$ cat src/design/pbu_pkg.sv
package pbu_pkg;

  localparam logic [2:0] MODE_SOLID    = 3'd0;
  localparam logic [2:0] MODE_TRANSP   = 3'd1;
  localparam logic [2:0] MODE_ADD      = 3'd2;
  localparam logic [2:0] MODE_SUB      = 3'd3;
  localparam logic [2:0] MODE_INVERT   = 3'd4;
  localparam logic [2:0] MODE_DISSOLVE = 3'd5;

  localparam logic [1:0] FMT_555  = 2'd0;
  localparam logic [1:0] FMT_565  = 2'd1;
  localparam logic [1:0] FMT_888  = 2'd2;
  localparam logic [1:0] FMT_NONE = 2'd3;

  localparam logic [1:0] REG_MODE   = 2'd0;
  localparam logic [1:0] REG_FORMAT = 2'd1;
  localparam logic [1:0] REG_ALPHA  = 2'd2;
  localparam logic [1:0] REG_KEY    = 2'd3;

  localparam logic [15:0] LFSR_SEED = 16'hACE1;
  localparam logic [15:0] LFSR_TAPS = 16'hB400;

  // Path chosen by the front end for one pixel.
  typedef enum logic [2:0] {
    PATH_DEST,
    PATH_SRC,
    PATH_XOR,
    PATH_EXACT,
    PATH_CHAN
  } path_t;

  typedef struct packed {
    path_t       path;
    logic [2:0]  mode;
    logic [1:0]  fmt;
    logic [7:0]  alpha;
    logic [23:0] dest;
    logic [23:0] src;
    logic        kept;
  } work_t;

  function automatic logic [23:0] fmt_mask(input logic [1:0] f);
    unique case (f)
      FMT_555: fmt_mask = 24'h007fff;
      FMT_565: fmt_mask = 24'h00ffff;
      default: fmt_mask = 24'hffffff;
    endcase
  endfunction

endpackage

$ cat src/design/pbu_front.sv
module pbu_front (
  input  logic                clk,
  input  logic                rst,
  input  logic                cfg_write,
  input  logic [1:0]          cfg_index,
  input  logic [23:0]         cfg_data,
  input  logic                in_go,
  input  logic [23:0]         dest_pixel,
  input  logic [23:0]         src_pixel,
  output pbu_pkg::work_t      work
);
  import pbu_pkg::*;

  logic [2:0]  mode;
  logic [1:0]  fmt;
  logic [7:0]  alpha;
  logic [23:0] key;
  logic [15:0] lfsr;
  logic [15:0] lfsr_next;
  logic [23:0] d, s;
  logic        full;

  always_ff @(posedge clk) begin
    if (rst) begin
      mode  <= MODE_SOLID;
      fmt   <= FMT_888;
      alpha <= '0;
      key   <= '0;
    end else if (cfg_write) begin
      unique case (cfg_index)
        REG_MODE:   mode  <= cfg_data[2:0];
        REG_FORMAT: fmt   <= cfg_data[1:0];
        REG_ALPHA:  alpha <= cfg_data[7:0];
        REG_KEY:    key   <= cfg_data;
        default:    ;
      endcase
    end
  end

  assign lfsr_next = lfsr[0] ? ((lfsr >> 1) ^ LFSR_TAPS) : (lfsr >> 1);

  always_ff @(posedge clk) begin
    if (rst) lfsr <= LFSR_SEED;
    else if (in_go && mode == MODE_DISSOLVE && fmt != FMT_NONE) lfsr <= lfsr_next;
  end

  always_comb begin
    d    = dest_pixel & fmt_mask(fmt);
    s    = src_pixel & fmt_mask(fmt);
    full = (alpha == 8'hff);
    work = '{path: PATH_CHAN, mode: mode, fmt: fmt, alpha: alpha,
             dest: d, src: s, kept: 1'b0};
    priority if (fmt == FMT_NONE || mode > MODE_DISSOLVE) begin
      work.path = PATH_DEST;
      work.dest = dest_pixel;
      work.kept = 1'b1;
    end else if (mode == MODE_SOLID) begin
      work.path = PATH_SRC;
    end else if (mode == MODE_DISSOLVE) begin
      work.kept = (lfsr_next[7:0] > alpha);
      work.path = work.kept ? PATH_DEST : PATH_SRC;
    end else if (mode == MODE_TRANSP && s == key) begin
      work.path = PATH_DEST;
      work.kept = 1'b1;
    end else if (full && mode == MODE_TRANSP) begin
      work.path = PATH_SRC;
    end else if (full && mode == MODE_INVERT) begin
      work.path = PATH_XOR;
    end else if (full && fmt != FMT_888) begin
      work.path = PATH_EXACT;
    end else begin
      work.path = PATH_CHAN;
    end
  end

endmodule

$ cat src/design/pbu_queue.sv
module pbu_queue #(
  parameter int Depth = 2
) (
  input  logic           clk,
  input  logic           rst,
  input  logic           push,
  input  pbu_pkg::work_t push_data,
  output logic           full,
  input  logic           pop,
  output logic           empty,
  output pbu_pkg::work_t pop_data
);
  import pbu_pkg::*;

  localparam int AW = (Depth > 1) ? $clog2(Depth) : 1;

  work_t           slots [Depth];
  logic [AW-1:0]   wr_ptr, rd_ptr;
  logic [AW:0]     count;

  assign full     = (count == (AW+1)'(Depth));
  assign empty    = (count == '0);
  assign pop_data = slots[rd_ptr];

  always_ff @(posedge clk) begin
    if (push) slots[wr_ptr] <= push_data;
  end

  always_ff @(posedge clk) begin
    if (rst) begin
      wr_ptr <= '0;
      rd_ptr <= '0;
      count  <= '0;
    end else begin
      if (push) wr_ptr <= (wr_ptr == AW'(Depth - 1)) ? '0 : wr_ptr + 1'b1;
      if (pop)  rd_ptr <= (rd_ptr == AW'(Depth - 1)) ? '0 : rd_ptr + 1'b1;
      count <= count + (AW+1)'(push) - (AW+1)'(pop);
    end
  end

  a_no_overflow: assert property (@(posedge clk) disable iff (rst) full |-> !push)
    else $error("queue overflow");
  a_no_underflow: assert property (@(posedge clk) disable iff (rst) empty |-> !pop)
    else $error("queue underflow");
  a_count_step: assert property (@(posedge clk) disable iff (rst)
    (push && !pop) |=> count == $past(count) + 1'b1)
    else $error("queue count mismatch");

endmodule

$ cat src/design/pbu_back.sv
module pbu_back (
  input  logic           clk,
  input  logic           rst,
  input  logic           have,
  input  pbu_pkg::work_t work,
  output logic           take,
  output logic           valid,
  input  logic           stall,
  output logic [23:0]    result_pixel,
  output logic           dest_kept
);
  import pbu_pkg::*;

  logic [4:0]  sh   [3];
  logic [3:0]  bits [3];
  logic [7:0]  dw   [3], sw [3], co [3];
  logic [7:0]  df   [3], sf [3], mx [3], ev [3];
  logic [15:0] sa   [3], ia [3];
  logic [8:0]  diff [3];
  logic [17:0] prod [3];
  logic [23:0] r_chan, r_exact, r;

  always_comb begin
    for (int i = 0; i < 3; i++) begin
      unique case (work.fmt)
        FMT_555: begin sh[i] = 5'(10 - 5*i); bits[i] = 4'd5; end
        FMT_565: begin sh[i] = (i == 0) ? 5'd11 : ((i == 1) ? 5'd5 : 5'd0);
                       bits[i] = (i == 1) ? 4'd6 : 4'd5; end
        default: begin sh[i] = 5'(16 - 8*i); bits[i] = 4'd8; end
      endcase
      mx[i] = 8'((9'd1 << bits[i]) - 9'd1);
      df[i] = 8'(work.dest >> sh[i]) & mx[i];
      sf[i] = 8'(work.src >> sh[i]) & mx[i];
      dw[i] = 8'(df[i] << (4'd8 - bits[i]));
      sw[i] = 8'(sf[i] << (4'd8 - bits[i]));
      sa[i] = sw[i] * work.alpha;
      ia[i] = (sw[i] ^ 8'hff) * work.alpha;
      diff[i] = {1'b0, dw[i]} - {1'b0, sw[i]};
      prod[i] = $signed(diff[i]) * $signed({1'b0, work.alpha});
      unique case (work.mode)
        MODE_TRANSP: co[i] = 8'(($signed(prod[i]) +
                             ($signed(prod[i]) < 0 ? 18'sd255 : 18'sd0)) >>> 8) + sw[i];
        MODE_ADD:    co[i] = ({1'b0, dw[i]} + {1'b0, sa[i][15:8]} > 9'd255) ? 8'hff
                             : dw[i] + sa[i][15:8];
        MODE_SUB:    co[i] = (dw[i] > sa[i][15:8]) ? dw[i] - sa[i][15:8] : 8'd0;
        default:     co[i] = ia[i][15:8];
      endcase
      if (work.mode == MODE_ADD)
        ev[i] = ({1'b0, df[i]} + {1'b0, sf[i]} > {1'b0, mx[i]}) ? mx[i] : df[i] + sf[i];
      else
        ev[i] = (df[i] > sf[i]) ? df[i] - sf[i] : 8'd0;
    end
    r_chan  = '0;
    r_exact = '0;
    for (int i = 0; i < 3; i++) begin
      r_chan  = r_chan | (24'(co[i] >> (4'd8 - bits[i])) << sh[i]);
      r_exact = r_exact | (24'(ev[i]) << sh[i]);
    end
    unique case (work.path)
      PATH_DEST:  r = work.dest;
      PATH_SRC:   r = work.src;
      PATH_XOR:   r = work.src ^ fmt_mask(work.fmt);
      PATH_EXACT: r = r_exact;
      default:    r = r_chan;
    endcase
  end

  assign take = have && (!valid || !stall);

  always_ff @(posedge clk) begin
    if (rst) valid <= 1'b0;
    else if (!valid || !stall) valid <= have;
  end

  always_ff @(posedge clk) begin
    if (take) begin
      result_pixel <= (work.path == PATH_DEST) ? r : (r & fmt_mask(work.fmt));
      dest_kept    <= work.kept;
    end
  end

  a_hold: assert property (@(posedge clk) disable iff (rst)
    (valid && stall) |=> valid && $stable(result_pixel))
    else $error("result changed while stalled");
  a_take: assert property (@(posedge clk) disable iff (rst) take |-> have)
    else $error("took from empty queue");

endmodule

$ cat src/design/pixel_blend_unit.sv
// Channel   | Direction | Handshake           | Payload
// ----------+-----------+---------------------+--------------------------
// config    | in        | cfg_write           | cfg_index, cfg_data
// input     | in        | in_valid, in_stall  | dest_pixel, src_pixel
// output    | out       | out_valid, out_stall| result_pixel, dest_kept
//
// One pixel per clock is accepted and one result per clock delivered when
// the output is not stalled; each pixel passes the queue, then the result register.
// The front end classifies each pixel and advances the dissolve LFSR; the back
// end does the channel arithmetic. A two-entry queue between them lets input
// keep flowing while a result waits. Reset is synchronous and restores the
// configuration defaults, reseeds the LFSR, clears the queue and out_valid.
module pixel_blend_unit #(
  parameter int QueueDepth = 2
) (
  input  logic        clk,
  input  logic        rst,
  input  logic        cfg_write,
  input  logic [1:0]  cfg_index,
  input  logic [23:0] cfg_data,
  input  logic        in_valid,
  output logic        in_stall,
  input  logic [23:0] dest_pixel,
  input  logic [23:0] src_pixel,
  output logic        out_valid,
  input  logic        out_stall,
  output logic [23:0] result_pixel,
  output logic        dest_kept
);
  import pbu_pkg::*;

  work_t fwork, bwork;
  logic  q_full, q_empty, in_go, take;

  // Stall only when the queue is full; this depends on registered state alone.
  assign in_stall = q_full;
  assign in_go    = in_valid && !in_stall;

  pbu_front u_front (
    .clk, .rst, .cfg_write, .cfg_index, .cfg_data,
    .in_go, .dest_pixel, .src_pixel, .work(fwork)
  );

  pbu_queue #(.Depth(QueueDepth)) u_queue (
    .clk, .rst, .push(in_go), .push_data(fwork), .full(q_full),
    .pop(take), .empty(q_empty), .pop_data(bwork)
  );

  pbu_back u_back (
    .clk, .rst, .have(!q_empty), .work(bwork), .take,
    .valid(out_valid), .stall(out_stall), .result_pixel, .dest_kept
  );

  a_stall_full: assert property (@(posedge clk) disable iff (rst)
    in_stall |-> q_full)
    else $error("input stalled with room in queue");

endmodule
$ cat config.mk
export PLATFORM = sky130hd
export DESIGN_NAME = pixel_blend_unit
export DESIGN_NICKNAME = d
export VERILOG_FILES = /design/src/design/pbu_pkg.sv /design/src/design/pbu_front.sv /design/src/design/pbu_queue.sv /design/src/design/pbu_back.sv /design/src/design/pixel_blend_unit.sv
export SDC_FILE = /design/constraint.sdc
export NUM_CORES = 2
export LEC_CHECK = 0
export BUFFER_PORTS_ARGS = -buffer_cell sky130_fd_sc_hd__buf_2
export CAP_MARGIN = 20
export CORE_MARGIN = 3
export CORE_UTILIZATION = 50
export CTS_CLUSTER_DIAMETER = 40
export DETAILED_ROUTE_END_ITERATION = 12
export HOLD_SLACK_MARGIN = 0.15
export PLACE_DENSITY = 0.73
export SLEW_MARGIN = 20
export SYNTH_ARGS = -nofsm -noshare
export SYNTH_HDL_FRONTEND = slang
export SYNTH_SLANG_ARGS = --single-unit
$ cat constraint.sdc
create_clock -name clk -period 15.8 [get_ports clk]
set_input_delay 3.16 -clock clk [delete_from_list [all_inputs] [get_ports clk]]
set_output_delay 3.16 -clock clk [all_outputs]
set_load 0.05 [all_outputs]
==> results.yml <==
cts:
  numCtsBuffers: 24
  cts_sinks: 214
  cts_root_buf: "clkbuf_16"
  ctsHoldBuffers: 0
  h-tree-depth: 1
  cts_buffer_depth: 3
  cts_tree: "yes"
  cts_resized: 0
  clock_latency_ps: 550
  path_clk_slew_ps: 70
  post_cts.repair.setup_buffers: 0
layout:
  drive_gt1_share_pct: 6.933
  diodes: 0
  area_growth_pct: 6.300
  instances_no_fill: 5498
  final_area_sq_mm: 0.04041
  n_fill_cell: 6859
  fin_nets: 5484
critical_path:
  critPathCaptureType: "register"
  cp.required_ps: 16090
  worst_setup_path_start_kind: "register"
  crit_path_frequent_cell: "a21oi_1"
  worst-path-buf-inv: 7
  reg2reg_setup_slack_ps: 2100
  criticalPathCategory: "reg -> reg"
  slowest_stage: "fa_1"
  cp.arrival_ps: 13990
  cp_top_family: "compound AO/OA/AOI/OAI gates"
  cp_slowest_stage_delay_ps: 730
  crit_fanout: 37
floorplan:
  dieArea_sq_mm: 0.07937
  ios: 106
  core_area_sq_mm: 0.07482
  die_h_microns: 281.7
  initial_core_util_pct: 50.80
  dieWidth_microns: 281.7
  fp-row-count: 100
route:
  finalWirelength_microns: 109200
  drt_first_pass_iters: 6
  post_drt_wl_per_cell_microns: 19.86
  postRouteAntennaNets: 0
  routed_via_density: 5.826
  drtIter0Drc: 2953
  route.detailed.drc: 0
  dr_total_vias: 32030
global_route:
  antenna_found_initial: 3
  grt_overflow_total: 0
  grt_pass1_wl_microns: 173900
  grt_usage_pct: 27.60
  grt_pass1_vias: 31900
  grt_max_degree: 85
logic_synthesis:
  yosys_warnings: 0
  synth.avg_cell_area_sq_um: 8.451
  async_flop_share_pct: 0
  synth-edff-count: 155
  synth-main-ff-cell: "edfxtp_1"
  syn_area_sq_mm: 0.03801
  synth.distinct_cells: 97
  syn_inst: 4498
  seq_area_frac_synth_pct: 15.35
  ys_ff_latch: 214
placement:
  dp_hpwl_microns: 85220
  dpl_cell_area_sq_mm: 0.03963
  dp_cells: 5454
  io_buffer_count: 105
  gp_congestion: 0.9755
sta:
  worst_pin_slew_ps: 1043
  timing.final.crit_share_pct: 86.74
  fmax_ghz: 0.07297
  setup_tns_ps: 0
  max_slew_margin_pct: 29.53
  setup_viol: 0
  rsz0062_at_grt: "no"
  clock_skew_ps: 17.73
  layout_min_cycle_time_ps: 13700
  report.final.slew_viol_count: 0
  hold_violations: 0
run:
  maxCapViolations: 0
worst_hold_path:
  hp-class: "reg -> reg"
outcome:
  status: "complete, no violations"
-- cell usage in the layout (no fill, tap or decap), types with 14 or more instances in the layout --
master | synthesis | routed
inv_1 | 714 | 714
mux2i_1 | 70 | 58
clkinv_1 | 17 | 16
xor2_1 | 81 | 81
o211ai_1 | 35 | 35
a22oi_1 | 14 | 14
nand4_1 | 18 | 18
o22ai_1 | 18 | 18
nand3_1 | 55 | 54
fa_1 | 408 | 408
ha_1 | 486 | 486
edfxtp_1 | 155 | 155
nor4_1 | 19 | 19
and3_1 | 17 | 17
nor3_1 | 44 | 44
xnor2_1 | 163 | 163
nand2b_1 | 35 | 35
nand2_1 | 532 | 532
o21ai_0 | 118 | 118
mux2_2 | 39 | 39
nand3b_1 | 18 | 18
o21a_1 | 24 | 24
and2_1 | 44 | 44
nor2_1 | 450 | 448
clkbuf_16 | 0 | 24
nor2b_1 | 33 | 33
o221ai_1 | 19 | 19
a211oi_1 | 28 | 27
o21bai_1 | 34 | 34
buf_2 | 19 | 105
a31oi_1 | 22 | 22
a21oi_1 | 245 | 244
buf_4 | 3 | 56
a21o_1 | 64 | 64
dfxtp_1 | 59 | 58
-- state kept, by name, indices dropped and copies added, names as in the netlist, 2 cells and up, named ones only --
name	count
u_queue.slots	130
u_queue.count	2
u_front.mode	3
u_front.fmt	2
u_back.result_pixel	24
u_front.key	24
u_front.lfsr	16
u_front.alpha	8
-- worst paths after layout --
check                        start                 endpoint  cells past startpoint
setup reg to reg          register  u_back.result_pixel[10]                     47
hold / removal    u_front.lfsr[15]         u_front.lfsr[14]                      2
hold reg to reg   u_front.lfsr[15]         u_front.lfsr[14]                      2
setup / recovery          register  u_back.result_pixel[10]                     47
-- final cells by class --
class                   instances  area (sq um)  share of cell area (%)
flip-flops and latches        214          5839                   14.45
clock buffers                  32         641.9                   1.589
multi-input cells            3372         28850                   71.41
repair buffers                162         965.9                   2.391
clock inverters                12         126.4                  0.3128
inverters                     737          2766                   6.846
well taps                     969          1212                   3.001
-- tightest hold or removal path: stages, from the launching register on --
cell,delay (ps)
dfxtp_1,310
nand2_1,50
a21oi_1,50
-- cell usage after synthesis (12+ instances only) --
cell type | number | share of area [%]
a2111oi_0 | 13 | 0.30
a211oi_1 | 28 | 0.55
a21o_1 | 64 | 1.3
a21oi_1 | 245 | 3.2
a22oi_1 | 14 | 0.28
a31oi_1 | 22 | 0.36
and2_1 | 44 | 0.72
and3_1 | 17 | 0.28
buf_1 | 21 | 0.21
buf_2 | 19 | 0.25
clkbuf_1 | 132 | 1.3
clkinv_1 | 17 | 0.17
dfxtp_1 | 59 | 3.1
edfxtp_1 | 155 | 12
fa_1 | 408 | 21
ha_1 | 486 | 16
inv_1 | 714 | 7.1
mux2_2 | 39 | 1.2
mux2i_1 | 70 | 1.8
nand2_1 | 532 | 5.3
nand2b_1 | 35 | 0.58
nand3_1 | 55 | 0.72
nand3b_1 | 18 | 0.36
nand4_1 | 18 | 0.30
nor2_1 | 450 | 4.4
nor2b_1 | 33 | 0.54
nor3_1 | 44 | 0.58
nor4_1 | 19 | 0.31
o211ai_1 | 35 | 0.69
o21a_1 | 24 | 0.47
o21ai_0 | 118 | 1.6
o21bai_1 | 34 | 0.67
o221ai_1 | 19 | 0.44
o22ai_1 | 18 | 0.30
o311ai_0 | 12 | 0.28
xnor2_1 | 163 | 3.8
xor2_1 | 81 | 1.9
-- metrics by stage --
| step | util, % | hold WS [ps] | worst slack, ps |
|---|---|---|---|
| floorplan | - | 423.7 | 3995 |
| global placement | 52.97 | 437.7 | 2497 |
| detailed placement | 52.97 | 446.9 | 2312 |
| CTS | 54.00 | 456.4 | 2232 |
| global route | 54.00 | 475.9 | 1313 |
| finish | 54.00 | 453.7 | 2095 |
-- per-layer routing --
layer / share of wire (%) / track usage (%) / up-vias
met4: 4.0 / 9.888 / 2
li1: - / - / 14900
met2: 45 / 44.69 / 1429
met1: 42 / 38.02 / 15470
met5: 0.016 / 0 / -
met3: 8.7 / 3.701 / 229
-- kinds of logic after synthesis --
logic type,synth area share (%)
AND/OR/NAND/NOR,15.40
buffers and inverters,9.187
adder cells (fa/ha/maj),37.49
AO/OA/AOI/OAI,13.93
XOR/XNOR,5.622
flip-flops,15.35
multiplexers,2.999
other,0.01976
Power is not shown: default switching activity piles up to over one toggle a cycle in this logic, so the estimate is an artifact.
